**src/rtl/core/gf256_lfsr_byte_generator_defines.svh**
```systemverilog
// Assertion macros shared by the byte generator RTL.
`ifndef GF256_LFSR_BYTE_GENERATOR_DEFINES_SVH
`define GF256_LFSR_BYTE_GENERATOR_DEFINES_SVH

// Checks that a condition holds at every clock edge outside reset.
`define GFL_ASSERT(name, prop, msg) \
    name: assert property (@(posedge i_clk) disable iff (!i_rst_n) (prop)) else $error(msg);

// Checks that a condition holds at every clock edge, reset included.
`define GFL_ASSERT_ALWAYS(name, prop, msg) \
    name: assert property (@(posedge i_clk) (prop)) else $error(msg);

`endif

```
**src/rtl/core/gflfsr_pkg.sv**
```systemverilog
// Shared constants and the GF(2^8) multiply function of the byte generator.
package gflfsr_pkg;

    localparam int DEGREE      = 8;
    localparam int STORE_DEPTH = 8;
    localparam int ADDR_W      = $clog2(STORE_DEPTH);
    localparam int BYTE_W      = 8;
    localparam int TAPS_W      = 64;
    localparam int OPC_W       = 2;

    localparam logic [ADDR_W:0]   DEGREE_CNT = (ADDR_W + 1)'(DEGREE);
    localparam logic [ADDR_W-1:0] LAST_POS   = ADDR_W'(DEGREE - 1);

    localparam logic [OPC_W-1:0] OP_NEXT    = 2'd0;
    localparam logic [OPC_W-1:0] OP_LOAD    = 2'd1;
    localparam logic [OPC_W-1:0] OP_DEFAULT = 2'd2;

    localparam logic [TAPS_W-1:0] TAPS_RESET = 64'd257;
    localparam logic [BYTE_W-1:0] POLY_RESET = 8'd29;

    localparam logic CFG_TAPS = 1'b0;
    localparam logic CFG_POLY = 1'b1;

    // Shift-and-add multiply, reducing by x^8 plus the low polynomial bits.
    function automatic logic [BYTE_W-1:0] gf_mul(
        input logic [BYTE_W-1:0] a,
        input logic [BYTE_W-1:0] b,
        input logic [BYTE_W-1:0] poly
    );
        logic [BYTE_W-1:0] x;
        logic [BYTE_W-1:0] acc;
        logic              carry;
        x   = a;
        acc = '0;
        for (int k = 0; k < BYTE_W; k++) begin
            if (b[k]) begin
                acc = acc ^ x;
            end
            carry = x[BYTE_W-1];
            x     = {x[BYTE_W-2:0], 1'b0};
            if (carry) begin
                x = x ^ poly;
            end
        end
        return acc;
    endfunction

endpackage

```
**src/rtl/core/gflfsr_ram.sv**
```systemverilog
// Generic single-write, single-read RAM with a registered read port.
module gflfsr_ram #(
    parameter int WIDTH = 8,
    parameter int DEPTH = 8
) (
    input  logic                     i_clk,
    input  logic                     i_we,
    input  logic [$clog2(DEPTH)-1:0] i_waddr,
    input  logic [WIDTH-1:0]         i_wdata,
    input  logic                     i_re,
    input  logic [$clog2(DEPTH)-1:0] i_raddr,
    output logic [WIDTH-1:0]         o_rdata
);

    logic [WIDTH-1:0] r_mem [DEPTH];
    logic [WIDTH-1:0] r_rdata;

    always_ff @(posedge i_clk) begin
        if (i_we) begin
            r_mem[i_waddr] <= i_wdata;
        end
        if (i_re) begin
            r_rdata <= r_mem[i_raddr];
        end
    end

    assign o_rdata = r_rdata;

endmodule

```
**src/rtl/core/gf256_lfsr_byte_generator.sv**
```systemverilog
// Top level of the GF(2^8) linear recurrence byte generator.
//
//   channel   signals                                   direction
//   input     i_in_valid / o_in_ready, opcode, entry    in
//   output    o_out_valid / i_out_ready, random_byte    out
//   config    i_cfg_we, i_cfg_addr, i_cfg_data          in
//
// A next word passes through the accept cycle, one store read per tap, a drain
// step for the last product and a write-back step. Load and default words are
// handled in the accept cycle and leave the generator idle.
// Reset restores the taps, the polynomial and the head, and marks every store entry
// as holding its own index, so no clearing pass is needed.
// A stalled output holds the finished byte; a further next word waits in write-back.
`include "gf256_lfsr_byte_generator_defines.svh"

module gf256_lfsr_byte_generator
    import gflfsr_pkg::*;
(
    input  logic                i_clk,
    input  logic                i_rst_n,
    input  logic                i_in_valid,
    output logic                o_in_ready,
    input  logic [OPC_W-1:0]    i_opcode,
    input  logic [ADDR_W-1:0]   i_entry_index,
    input  logic [BYTE_W-1:0]   i_entry_value,
    output logic                o_out_valid,
    input  logic                i_out_ready,
    output logic [BYTE_W-1:0]   o_random_byte,
    input  logic                i_cfg_we,
    input  logic                i_cfg_addr,
    input  logic [TAPS_W-1:0]   i_cfg_data
);

    localparam logic [1:0] S_IDLE = 2'd0;
    localparam logic [1:0] S_RUN  = 2'd1;
    localparam logic [1:0] S_LAST = 2'd2;
    localparam logic [1:0] S_DONE = 2'd3;

    logic [1:0]             r_state, n_state;
    logic [TAPS_W-1:0]      r_taps;
    logic [BYTE_W-1:0]      r_poly;
    logic [STORE_DEPTH-1:0] r_written;
    logic [ADDR_W-1:0]      r_head, n_head;
    logic [ADDR_W-1:0]      r_pos;
    logic [ADDR_W-1:0]      r_cnt;
    logic [ADDR_W-1:0]      r_tap_idx;
    logic [ADDR_W-1:0]      r_rd_addr;
    logic                   r_rd_vld;
    logic                   r_rd_pend;
    logic [BYTE_W-1:0]      r_acc;
    logic                   r_out_valid;
    logic [BYTE_W-1:0]      r_out_byte;

    logic                   in_fire;
    logic                   done_go;
    logic                   ram_we;
    logic [ADDR_W-1:0]      ram_waddr;
    logic [BYTE_W-1:0]      ram_wdata;
    logic                   ram_re;
    logic [BYTE_W-1:0]      ram_rdata;
    logic [BYTE_W-1:0]      rd_byte;
    logic [BYTE_W-1:0]      tap_byte;
    logic [BYTE_W-1:0]      product;
    logic [ADDR_W-1:0]      pos_next;
    logic                   load_hit;

    assign o_in_ready    = (r_state == S_IDLE);
    assign in_fire       = i_in_valid && o_in_ready;
    assign done_go       = (r_state == S_DONE) && (!r_out_valid || i_out_ready);
    assign o_out_valid   = r_out_valid;
    assign o_random_byte = r_out_byte;

    assign load_hit = in_fire && (i_opcode == OP_LOAD)
                    && ({1'b0, i_entry_index} < DEGREE_CNT);
    assign ram_we    = load_hit || done_go;
    assign ram_waddr = done_go ? r_head : i_entry_index;
    assign ram_wdata = done_go ? r_acc : i_entry_value;
    assign ram_re    = (r_state == S_RUN);
    assign pos_next  = (r_pos == LAST_POS) ? '0 : r_pos + 1'b1;

    assign rd_byte  = r_rd_vld ? ram_rdata : BYTE_W'(r_rd_addr);
    assign tap_byte = r_taps[BYTE_W * r_tap_idx +: BYTE_W];
    assign product  = gf_mul(tap_byte, rd_byte, r_poly);

    gflfsr_ram #(
        .WIDTH (BYTE_W),
        .DEPTH (STORE_DEPTH)
    ) u_store (
        .i_clk   (i_clk),
        .i_we    (ram_we),
        .i_waddr (ram_waddr),
        .i_wdata (ram_wdata),
        .i_re    (ram_re),
        .i_raddr (r_pos),
        .o_rdata (ram_rdata)
    );

    always_comb begin
        n_state = r_state;
        n_head  = r_head;
        unique case (r_state)
            S_IDLE: begin
                if (in_fire) begin
                    if (i_opcode == OP_NEXT) begin
                        n_state = S_RUN;
                    end else if (i_opcode == OP_LOAD || i_opcode == OP_DEFAULT) begin
                        n_head = '0;
                    end
                end
            end
            S_RUN: begin
                if (r_cnt == LAST_POS) begin
                    n_state = S_LAST;
                end
            end
            S_LAST: begin
                n_state = S_DONE;
            end
            S_DONE: begin
                if (done_go) begin
                    n_state = S_IDLE;
                    n_head  = (r_head == LAST_POS) ? '0 : r_head + 1'b1;
                end
            end
            default: begin
                n_state = S_IDLE;
            end
        endcase
    end

    always_ff @(posedge i_clk) begin
        if (!i_rst_n) begin
            r_state     <= S_IDLE;
            r_taps      <= TAPS_RESET;
            r_poly      <= POLY_RESET;
            r_written   <= '0;
            r_head      <= '0;
            r_rd_pend   <= 1'b0;
            r_out_valid <= 1'b0;
        end else begin
            r_state   <= n_state;
            r_head    <= n_head;
            r_rd_pend <= ram_re;
            if (i_cfg_we) begin
                if (i_cfg_addr == CFG_TAPS) begin
                    r_taps <= i_cfg_data;
                end else begin
                    r_poly <= i_cfg_data[BYTE_W-1:0];
                end
            end
            if (in_fire && i_opcode == OP_DEFAULT) begin
                r_written <= '0;
            end else if (ram_we) begin
                r_written[ram_waddr] <= 1'b1;
            end
            if (done_go) begin
                r_out_valid <= 1'b1;
            end else if (i_out_ready) begin
                r_out_valid <= 1'b0;
            end
        end
    end

    always_ff @(posedge i_clk) begin
        if (in_fire) begin
            r_pos <= r_head;
            r_cnt <= '0;
            r_acc <= '0;
        end else begin
            if (ram_re) begin
                r_pos <= pos_next;
                r_cnt <= r_cnt + 1'b1;
            end
            if (r_rd_pend) begin
                r_acc <= r_acc ^ product;
            end
        end
        if (ram_re) begin
            r_rd_addr <= r_pos;
            r_rd_vld  <= r_written[r_pos];
            r_tap_idx <= r_cnt;
        end
        if (done_go) begin
            r_out_byte <= r_acc;
        end
    end

    `GFL_ASSERT(a_head_in_range, ({1'b0, r_head} < DEGREE_CNT), "head out of range")
    `GFL_ASSERT(a_next_starts_run, (in_fire && i_opcode == OP_NEXT) |=> (r_state == S_RUN),
                "next word did not start the tap walk")
    `GFL_ASSERT(a_read_pending_in_walk, r_rd_pend |-> (r_state == S_RUN || r_state == S_LAST),
                "store read data arrived outside the tap walk")
    `GFL_ASSERT(a_result_from_done, $rose(o_out_valid) |-> ($past(r_state) == S_DONE),
                "result appeared without a write-back")

endmodule
```
**config.mk**
```make
export PLATFORM = sky130hd
export DESIGN_NAME = gf256_lfsr_byte_generator
export DESIGN_NICKNAME = d
export VERILOG_FILES = /design/src/rtl/core/gflfsr_pkg.sv /design/src/rtl/core/gflfsr_ram.sv /design/src/rtl/core/gf256_lfsr_byte_generator.sv
export VERILOG_INCLUDE_DIRS = /design/src /design/src/rtl/core
export SDC_FILE = /design/constraint.sdc
export NUM_CORES = 1
export LEC_CHECK = 0
export BUFFER_PORTS_ARGS = -buffer_cell sky130_fd_sc_hd__buf_2
export CORE_MARGIN = 5
export CORE_UTILIZATION = 40
export CTS_CLUSTER_SIZE = 12
export DETAILED_ROUTE_END_ITERATION = 8
export HOLD_SLACK_MARGIN = 0.02
export PLACE_DENSITY_LB_ADDON = 0.05
export SLEW_MARGIN = 20
export SYNTH_ARGS = -nofsm -noshare
export SYNTH_HDL_FRONTEND = slang
export SYNTH_SLANG_ARGS = --single-unit
export TNS_END_PERCENT = 10
```
**constraint.sdc**
```tcl
create_clock -name i_clk -period 7.2 [get_ports i_clk]
set_input_delay 0.36 -clock i_clk [delete_from_list [all_inputs] [get_ports i_clk]]
set_output_delay 0.36 -clock i_clk [all_outputs]
set_load 0.03 [all_outputs]
```
Word-level counts from Yosys, hierarchy flattened:

Memories as Yosys holds them, arrays and structs flattened. A register that Yosys moved wholly into a read port is not among the register bits.
Index checks and enable logic that the tools add are counted.

* $lt $le $gt $ge: 3
* add/sub/neg operators: 3
* mux-type cells: 40
* equal/unequal tests: 14
* shifts and indexed selects: 1
* bitwise logic cells: 18
* reduce and logical (&&, ||, !) cells: 19

Operator list (count)
* 8-bit 2-to-1 mux: 17
* 8-bit bitwise XOR: 15
* 64-bit by 7-bit variable part select with 8-bit output: 1
* 3-bit 2-to-1 mux: 9
* 3-bit by 1-bit adder with 3-bit output, second input constant: 3
* 3-bit == test, second input constant: 3
* 3-bit by 4-bit < comparator with 1-bit output, second input constant: 2
* 2-bit 2-to-1 mux: 4
* 2-bit by 1-bit != test with 1-bit output, second input constant: 4
* 8-bit bitwise OR: 1
* 2-bit case mux with 4 select lines: 1
* 2-bit == test, second input constant: 3
* 1-bit 2-to-1 mux: 6
* 3-bit case mux with 2 select lines: 1
* 2-bit nonzero test: 3
* 1-bit logical AND: 5
* 5-bit AND reduction: 1
* 2-bit by 1-bit == test with 1-bit output, second input constant: 2
* 2-bit zero test: 2
* 2-bit != test, second input constant: 2
* 2-bit AND reduction: 2
* 4-bit AND reduction: 1
* 1-bit binary-select mux with 3-bit select: 1
* 1-bit demux with 3-bit select: 1
* 5 further kinds: 8

* output and inout bits: 10
* register bits: 116
* input port bits: 83
* RAM bits: 64
* word-level logic and storage cells: 113
* memories kept: 1

Memories
* u_store.r_mem: depth 8, width 8, rd ports 1, clocked after memory_dff 1, wr ports 1, line gflfsr_ram.sv:15 `logic [WIDTH-1:0] r_mem [DEPTH];`

Longest topological paths before layout:

* depth in word-level cells: 18
* gate-level depth with buffers: 18
* depth with buffers taken out: 14

Modules after synthesis:

From an unflattened synthesis, not the netlist that was laid out.

* cell total of the unflattened synthesis: 1095
* area, all modules: 10761.6 sq um

By module, submodules not included
* gf256_lfsr_byte_generator: area an instance 7990.2 sq um, instances 1, cells an instance 981
* gflfsr_ram: area an instance 2771.4 sq um, instances 1, cells an instance 114

Least setup slack after synthesis:

No wires, ideal clock.

* path kind: register to register
* start: register r_tap_idx[0]
* end: register r_acc[4]
* clock period less this slack: 4464 ps
* stages on the path, launching flop included: 17
* data required time: 7084 ps
* slack: 2736 ps
* arrival: 4348 ps
* path through: edfxtp_1 buf_6 mux4_2 mux2_4 nor2_1 a21oi_1 o211ai_1 xor3_1 xnor2_1 clkbuf_1 nor2_1 a21o_1 o2111ai_1 xnor3_1 xnor2_1 a21oi_1 a31o_2

* cells in the longest elaborated chain, start to end: 18
* elaborated cells between the ends (all ways): 31
* classes of those cells: 1 x shift; 15 x mux; 15 x bitwise

Ends and longest elaborated chain
* from (decl): line gf256_lfsr_byte_generator.sv:46 `logic [ADDR_W-1:0] r_tap_idx;`
* from (signal assigned): line gf256_lfsr_byte_generator.sv:181 `r_tap_idx <= r_cnt;`
* 64-bit by 7-bit variable part select with 8-bit output *: line gf256_lfsr_byte_generator.sv:82 `assign tap_byte = r_taps[BYTE_W * r_tap_idx +: BYTE_W];`
* 8-bit bitwise XOR: line gflfsr_pkg.sv:42 `x = x ^ poly;`
* 8-bit 2-to-1 mux: line gflfsr_pkg.sv:41 `if (carry) begin`
* 8-bit bitwise XOR, on equally long branches: line gflfsr_pkg.sv:37, gflfsr_pkg.sv:42
* 8-bit 2-to-1 mux, on equally long branches: line gflfsr_pkg.sv:36, gflfsr_pkg.sv:41
* 8-bit bitwise XOR, on equally long branches: line gflfsr_pkg.sv:37, gflfsr_pkg.sv:42
* 8-bit 2-to-1 mux, on equally long branches: line gflfsr_pkg.sv:36, gflfsr_pkg.sv:41
* 8-bit bitwise XOR, on equally long branches: line gflfsr_pkg.sv:37, gflfsr_pkg.sv:42
* (+2 left out)
* 8-bit 2-to-1 mux: line gflfsr_pkg.sv:36 `if (b[k]) begin`
* 8-bit bitwise XOR: line gflfsr_pkg.sv:37 `acc = acc ^ x;`
* 8-bit 2-to-1 mux: line gflfsr_pkg.sv:36
* 8-bit bitwise XOR: line gflfsr_pkg.sv:37
* 8-bit 2-to-1 mux: line gflfsr_pkg.sv:36
* 8-bit bitwise XOR: line gflfsr_pkg.sv:37
* 8-bit 2-to-1 mux *: line gflfsr_pkg.sv:36
* 8-bit bitwise XOR *: line gf256_lfsr_byte_generator.sv:175 `r_acc <= r_acc ^ product;`
* to (signal assigned): line gf256_lfsr_byte_generator.sv:175
* to (decl): line gf256_lfsr_byte_generator.sv:50 `logic [BYTE_W-1:0] r_acc;`

Every way passes the cells marked *; elsewhere a longest branch is shown, timed or not.
A chain may end at the register's enable or synchronous reset.

Worst setup path after layout:

* start: register r_tap_idx[1]
* end: register r_acc[0]

* cells in the longest elaborated chain, start to end: 17
* elaborated cells between the ends (all ways): 30
* classes of those cells: 1 x shift; 15 x mux; 14 x bitwise

Ends and longest elaborated chain (line)
* 64-bit by 7-bit variable part select with 8-bit output *: gf256_lfsr_byte_generator.sv:82
* 8-bit 2-to-1 mux, or another cell as far along: gflfsr_pkg.sv:36
* 8-bit bitwise XOR / 8-bit 2-to-1 mux (equally long branches): gflfsr_pkg.sv:37, gflfsr_pkg.sv:41
* 8-bit 2-to-1 mux, or another cell as far along: gflfsr_pkg.sv:36
* 8-bit bitwise XOR / 8-bit 2-to-1 mux (equally long branches): gflfsr_pkg.sv:37, gflfsr_pkg.sv:41
* 8-bit 2-to-1 mux, or another cell as far along: gflfsr_pkg.sv:36
* 8-bit bitwise XOR / 8-bit 2-to-1 mux (equally long branches): gflfsr_pkg.sv:37, gflfsr_pkg.sv:41
* 8-bit 2-to-1 mux, or another cell as far along: gflfsr_pkg.sv:36
* 8-bit bitwise XOR / 8-bit 2-to-1 mux (equally long branches): gflfsr_pkg.sv:37, gflfsr_pkg.sv:41
* 8-bit 2-to-1 mux, or another cell as far along: gflfsr_pkg.sv:36
* 8-bit bitwise XOR / 8-bit 2-to-1 mux (equally long branches): gflfsr_pkg.sv:37, gflfsr_pkg.sv:41
* 8-bit 2-to-1 mux, or another cell as far along: gflfsr_pkg.sv:36
* 8-bit bitwise XOR / 8-bit 2-to-1 mux (equally long branches): gflfsr_pkg.sv:37, gflfsr_pkg.sv:41
* 8-bit 2-to-1 mux, on equally long branches: gflfsr_pkg.sv:36, gflfsr_pkg.sv:41
* 8-bit bitwise XOR: gflfsr_pkg.sv:37
* 8-bit 2-to-1 mux *: gflfsr_pkg.sv:36
* 8-bit bitwise XOR *: gf256_lfsr_byte_generator.sv:175

Marks and branches as above.

==> flow_summary.json <==
{
  "first_pass_iters": 7,
  "final_core_util_pct": 45.4,
  "via_count": 8434,
  "nets": 1263,
  "syn-cell-area_sq_um": 10800,
  "drc_errors": 0,
  "hold_violations": 0,
  "grt_pass1_vias": 8297,
  "worst_ep_arrival_time_ns": 5.94,
  "fmax_mhz": 180,
  "post_drt_wl_per_cell_microns": 19.5,
  "max_slew_margin_pct": 29.0,
  "syn2layout_area_growth_pct": 12.5,
  "p_leak_uw": 0.00442,
  "intPower_uw": 2500,
  "rows": 60,
  "setup.worst_path.class": "flip-flop to flip-flop",
  "die_w_microns": 174,
  "coreArea_sq_um": 26800,
  "p_clk_share_pct": 25.1,
  "clock_sink_count": 188,
  "insertion_delay_ns": 0.45,
  "crit_required_ns": 7.57,
  "async_flop_share_pct": 0,
  "synth_top_cell_by_area": "edfxtp_1",
  "grt_usage_pct": 19.3,
  "fp.dieH_microns": 174,
  "postCtsSetupBuffers": 0,
  "syn_inst": 1116,
  "grt_overflow": 0,
  "vias_per_cell": 5.55,
  "rsz0062_at_grt": "false",
  "gp_congestion": 0.845,
  "drv_cap": 0,
  "yosysUniqueCellTypes": 84,
  "endpoint": "r_acc[0]",
  "grt_util_met1_pct": 27.0,
  "grt.busiest_layer": "met2",
  "tns_ns": 0,
  "crit_fanout": 18,
  "drive_gt1_share_pct": 17.5,
  "worst_hold_path_type": "primary input to flip-flop",
  "num_antenna_cells": 0,
  "cts.clk_slew.worst_paths_ns": 0.09,
  "cp-end-kind": "flip-flop",
  "global_route.usage.met3_pct": 2.37,
  "grt_pass1_wl_microns": 46900,
  "tightest_slew_ns": 1.06,
  "ctsHoldBuffers": 0,
  "synth_flop_cell": "dfxtp_1",
  "synth_top_area_share_pct": 25.0,
  "fin_crit_sh_pct": 77.3,
  "setup_viol": 0,
  "pre_cts_slack_ns": 1.39,
  "r2r_start": "r_tap_idx[1]",
  "synth_enable_flop_cells": 90,
  "setup_ws_ns": 1.63,
  "power_density_nw_per_um2": 337,
  "fin_crit_ns": 5.57,
  "grt_max_degree": 81,
  "drv_slew": 0,
  "seqPwrFrac_pct": 34.1,
  "critPathLaunchType": "flip-flop",
  "yosysWarnings": 0,
  "reg2reg_depth": 14,
  "yosys-top-cells-area": "edfxtp_1 (25%), dfxtp_1 (18%), nand2_1 (7.9%)",
  "port_buffers": 92,
  "ioPinCount": 93,
  "cts_root_buf": "clkbuf_16",
  "power_frac_comb_pct": 40.7,
  "switching_power_uw": 1600,
  "sw_frac_of_total_pct": 39.1,
  "status": "completed",
  "ff2ff_setup_slack_ns": 1.63,
  "routed_wl_microns": 29600,
  "cts_tree": "yes",
  "antenna_found_initial": 0,
  "use_met2_pct": 31.8,
  "r2r_end": "r_acc[0]",
  "hpwl_microns": 20800,
  "numCtsBuffers": 17,
  "syn-num-nets": 1212,
  "seq_area_frac_synth_pct": 43.2,
  "critPathLaunch": "r_tap_idx[1]",
  "ctsResizeCount": 0,
  "start_util_pct": 40.3,
  "dieArea_sq_um": 30400,
  "htreeDepth": 4,
  "vdd_drop_max_uv": 171,
  "drtAntennaViolNets": 0,
  "fin_skew_ns": 0.0201,
  "dr.first_iter.drc_count": 775,
  "synth_seq_cells": 188,
  "syn_area_per_cell_sq_um": 9.68,
  "cts_max_path_buffers": 2
}
## kinds of logic after synthesis
family | count (synthesis) | synth area share, %
AND/OR/NAND/NOR | 426 | 17.1
AO/OA/AOI/OAI | 248 | 16.2
flip-flops | 188 | 43.2
buffers and inverters | 97 | 3.68
XOR/XNOR | 72 | 7.29
multiplexers | 72 | 11.0
adder cells (fa/ha/maj) | 13 | 1.51
## routing by layer
metal	share of wire, %	vias to the layer above
met1	48	4110
li1	-	4119
met5	0	-
met2	47	164
met3	3.1	41
met4	2.1	0
## per-stage QoR
step / hold slack (ns) / cells / power [uW] / instance area, sq um
after floorplan: 0.408 / 1116 / 2680 / 10800
after global placement: 0.423 / 1489 / 3090 / 11500
after detailed placement: 0.415 / 1489 / 3090 / 11500
after CTS: 0.120 / 1521 / 4140 / 12200
after global routing: 0.148 / 1521 / 4360 / 12200
final: 0.129 / 1521 / 4100 / 12200
## final cells by class
| class | count | area, sq um |
|---|---|---|
| clock buffers | 17 | 425 |
| clock inverters | 15 | 224 |
| fillers | 2613 | 14600 |
| inverters | 22 | 82.6 |
| multi-input cells | 831 | 5760 |
| flip-flops and latches | 188 | 4660 |
| well taps | 341 | 427 |
| repair buffers | 107 | 573 |
## flip-flops by register name, indices dropped and copies added, names as in the netlist
signal / cells
r_acc: 8
r_written: 8
o_out_valid: 1
r_head: 3
r_state: 2
r_cnt: 3
r_rd_vld: 1
o_random_byte: 8
u_store.r_mem: 64
r_tap_idx: 3
r_pos: 3
r_taps: 64
r_rd_pend: 1
u_store.o_rdata: 8
r_poly: 8
r_rd_addr: 3
## Yosys cell counts (8+ instances only)
master / number
o211ai_1: 22
xor2_1: 10
xnor3_1: 9
a21boi_0: 68
dfxtp_1: 98
nor2_1: 85
a211oi_1: 8
clkbuf_1: 57
mux4_2: 34
nand3_1: 31
mux2_2: 12
nand2_1: 228
inv_1: 20
a21oi_1: 38
buf_1: 8
edfxtp_1: 90
xnor2_1: 51
ha_1: 13
o21ai_0: 35
mux2i_1: 22
and2_1: 13
nor3_1: 20
## how the worst min path moves through the flow
stage | startpoint | to | slack (ns) | cells past startpoint
detailed placement | r_acc[2] | o_random_byte[2] | 0.42 | 0
floorplan | r_acc[2] | o_random_byte[2] | 0.41 | 0
global route | i_cfg_data[8] | r_taps[8] | 0.15 | 3
global placement | r_acc[2] | o_random_byte[2] | 0.42 | 0
CTS | i_cfg_data[8] | r_taps[8] | 0.12 | 3
finish | i_cfg_data[8] | r_taps[8] | 0.13 | 3
## cells in the final DEF, fill, tap and decap left out, types with 5 or more instances in the layout
cell type / instances
mux4_2: 34
o211ai_1: 22
ha_1: 13
nand2b_1: 5
xor2_1: 10
nand3_1: 31
buf_4: 15
buf_2: 92
clkbuf_16: 17
a21boi_0: 68
mux2i_1: 22
mux2_2: 12
dfxtp_1: 98
edfxtp_1: 90
o21ai_0: 35
nand2_1: 228
nor2b_1: 6
xnor3_1: 9
and3_1: 7
a31oi_1: 5
xnor2_1: 50
and2_1: 13
nor3_1: 20
a21oi_1: 38
a211o_1: 6
a211oi_1: 8
nor2_1: 85
inv_1: 20
a21o_1: 6
o21ai_1: 5
inv_12: 6
## worst max-delay path, stage by stage (launching register included)
cell,delay [ns]
edfxtp_1,0.84
mux4_2,0.45
mux2i_4,0.52
nand2_1,0.31
a32o_1,0.31
o211ai_1,0.38
xnor2_2,0.33
xnor2_1,0.22
a2111o_1,0.46
o22a_1,0.36
a211o_1,0.32
a21boi_1,0.15
xnor3_1,0.41
or3_1,0.32
a21oi_1,0.15
## power by group through the flow
| stage | clock network, uW | registers (uW) | logic [uW] |
|---|---|---|---|
| floorplan | 0 | 1330 | 1350 |
| global placement | 0 | 1420 | 1670 |
| detailed placement | 0 | 1420 | 1670 |
| CTS | 1060 | 1400 | 1680 |
| global route | 1100 | 1420 | 1840 |
| finish | 1030 | 1400 | 1670 |
Power figures use the tool's default switching activity.
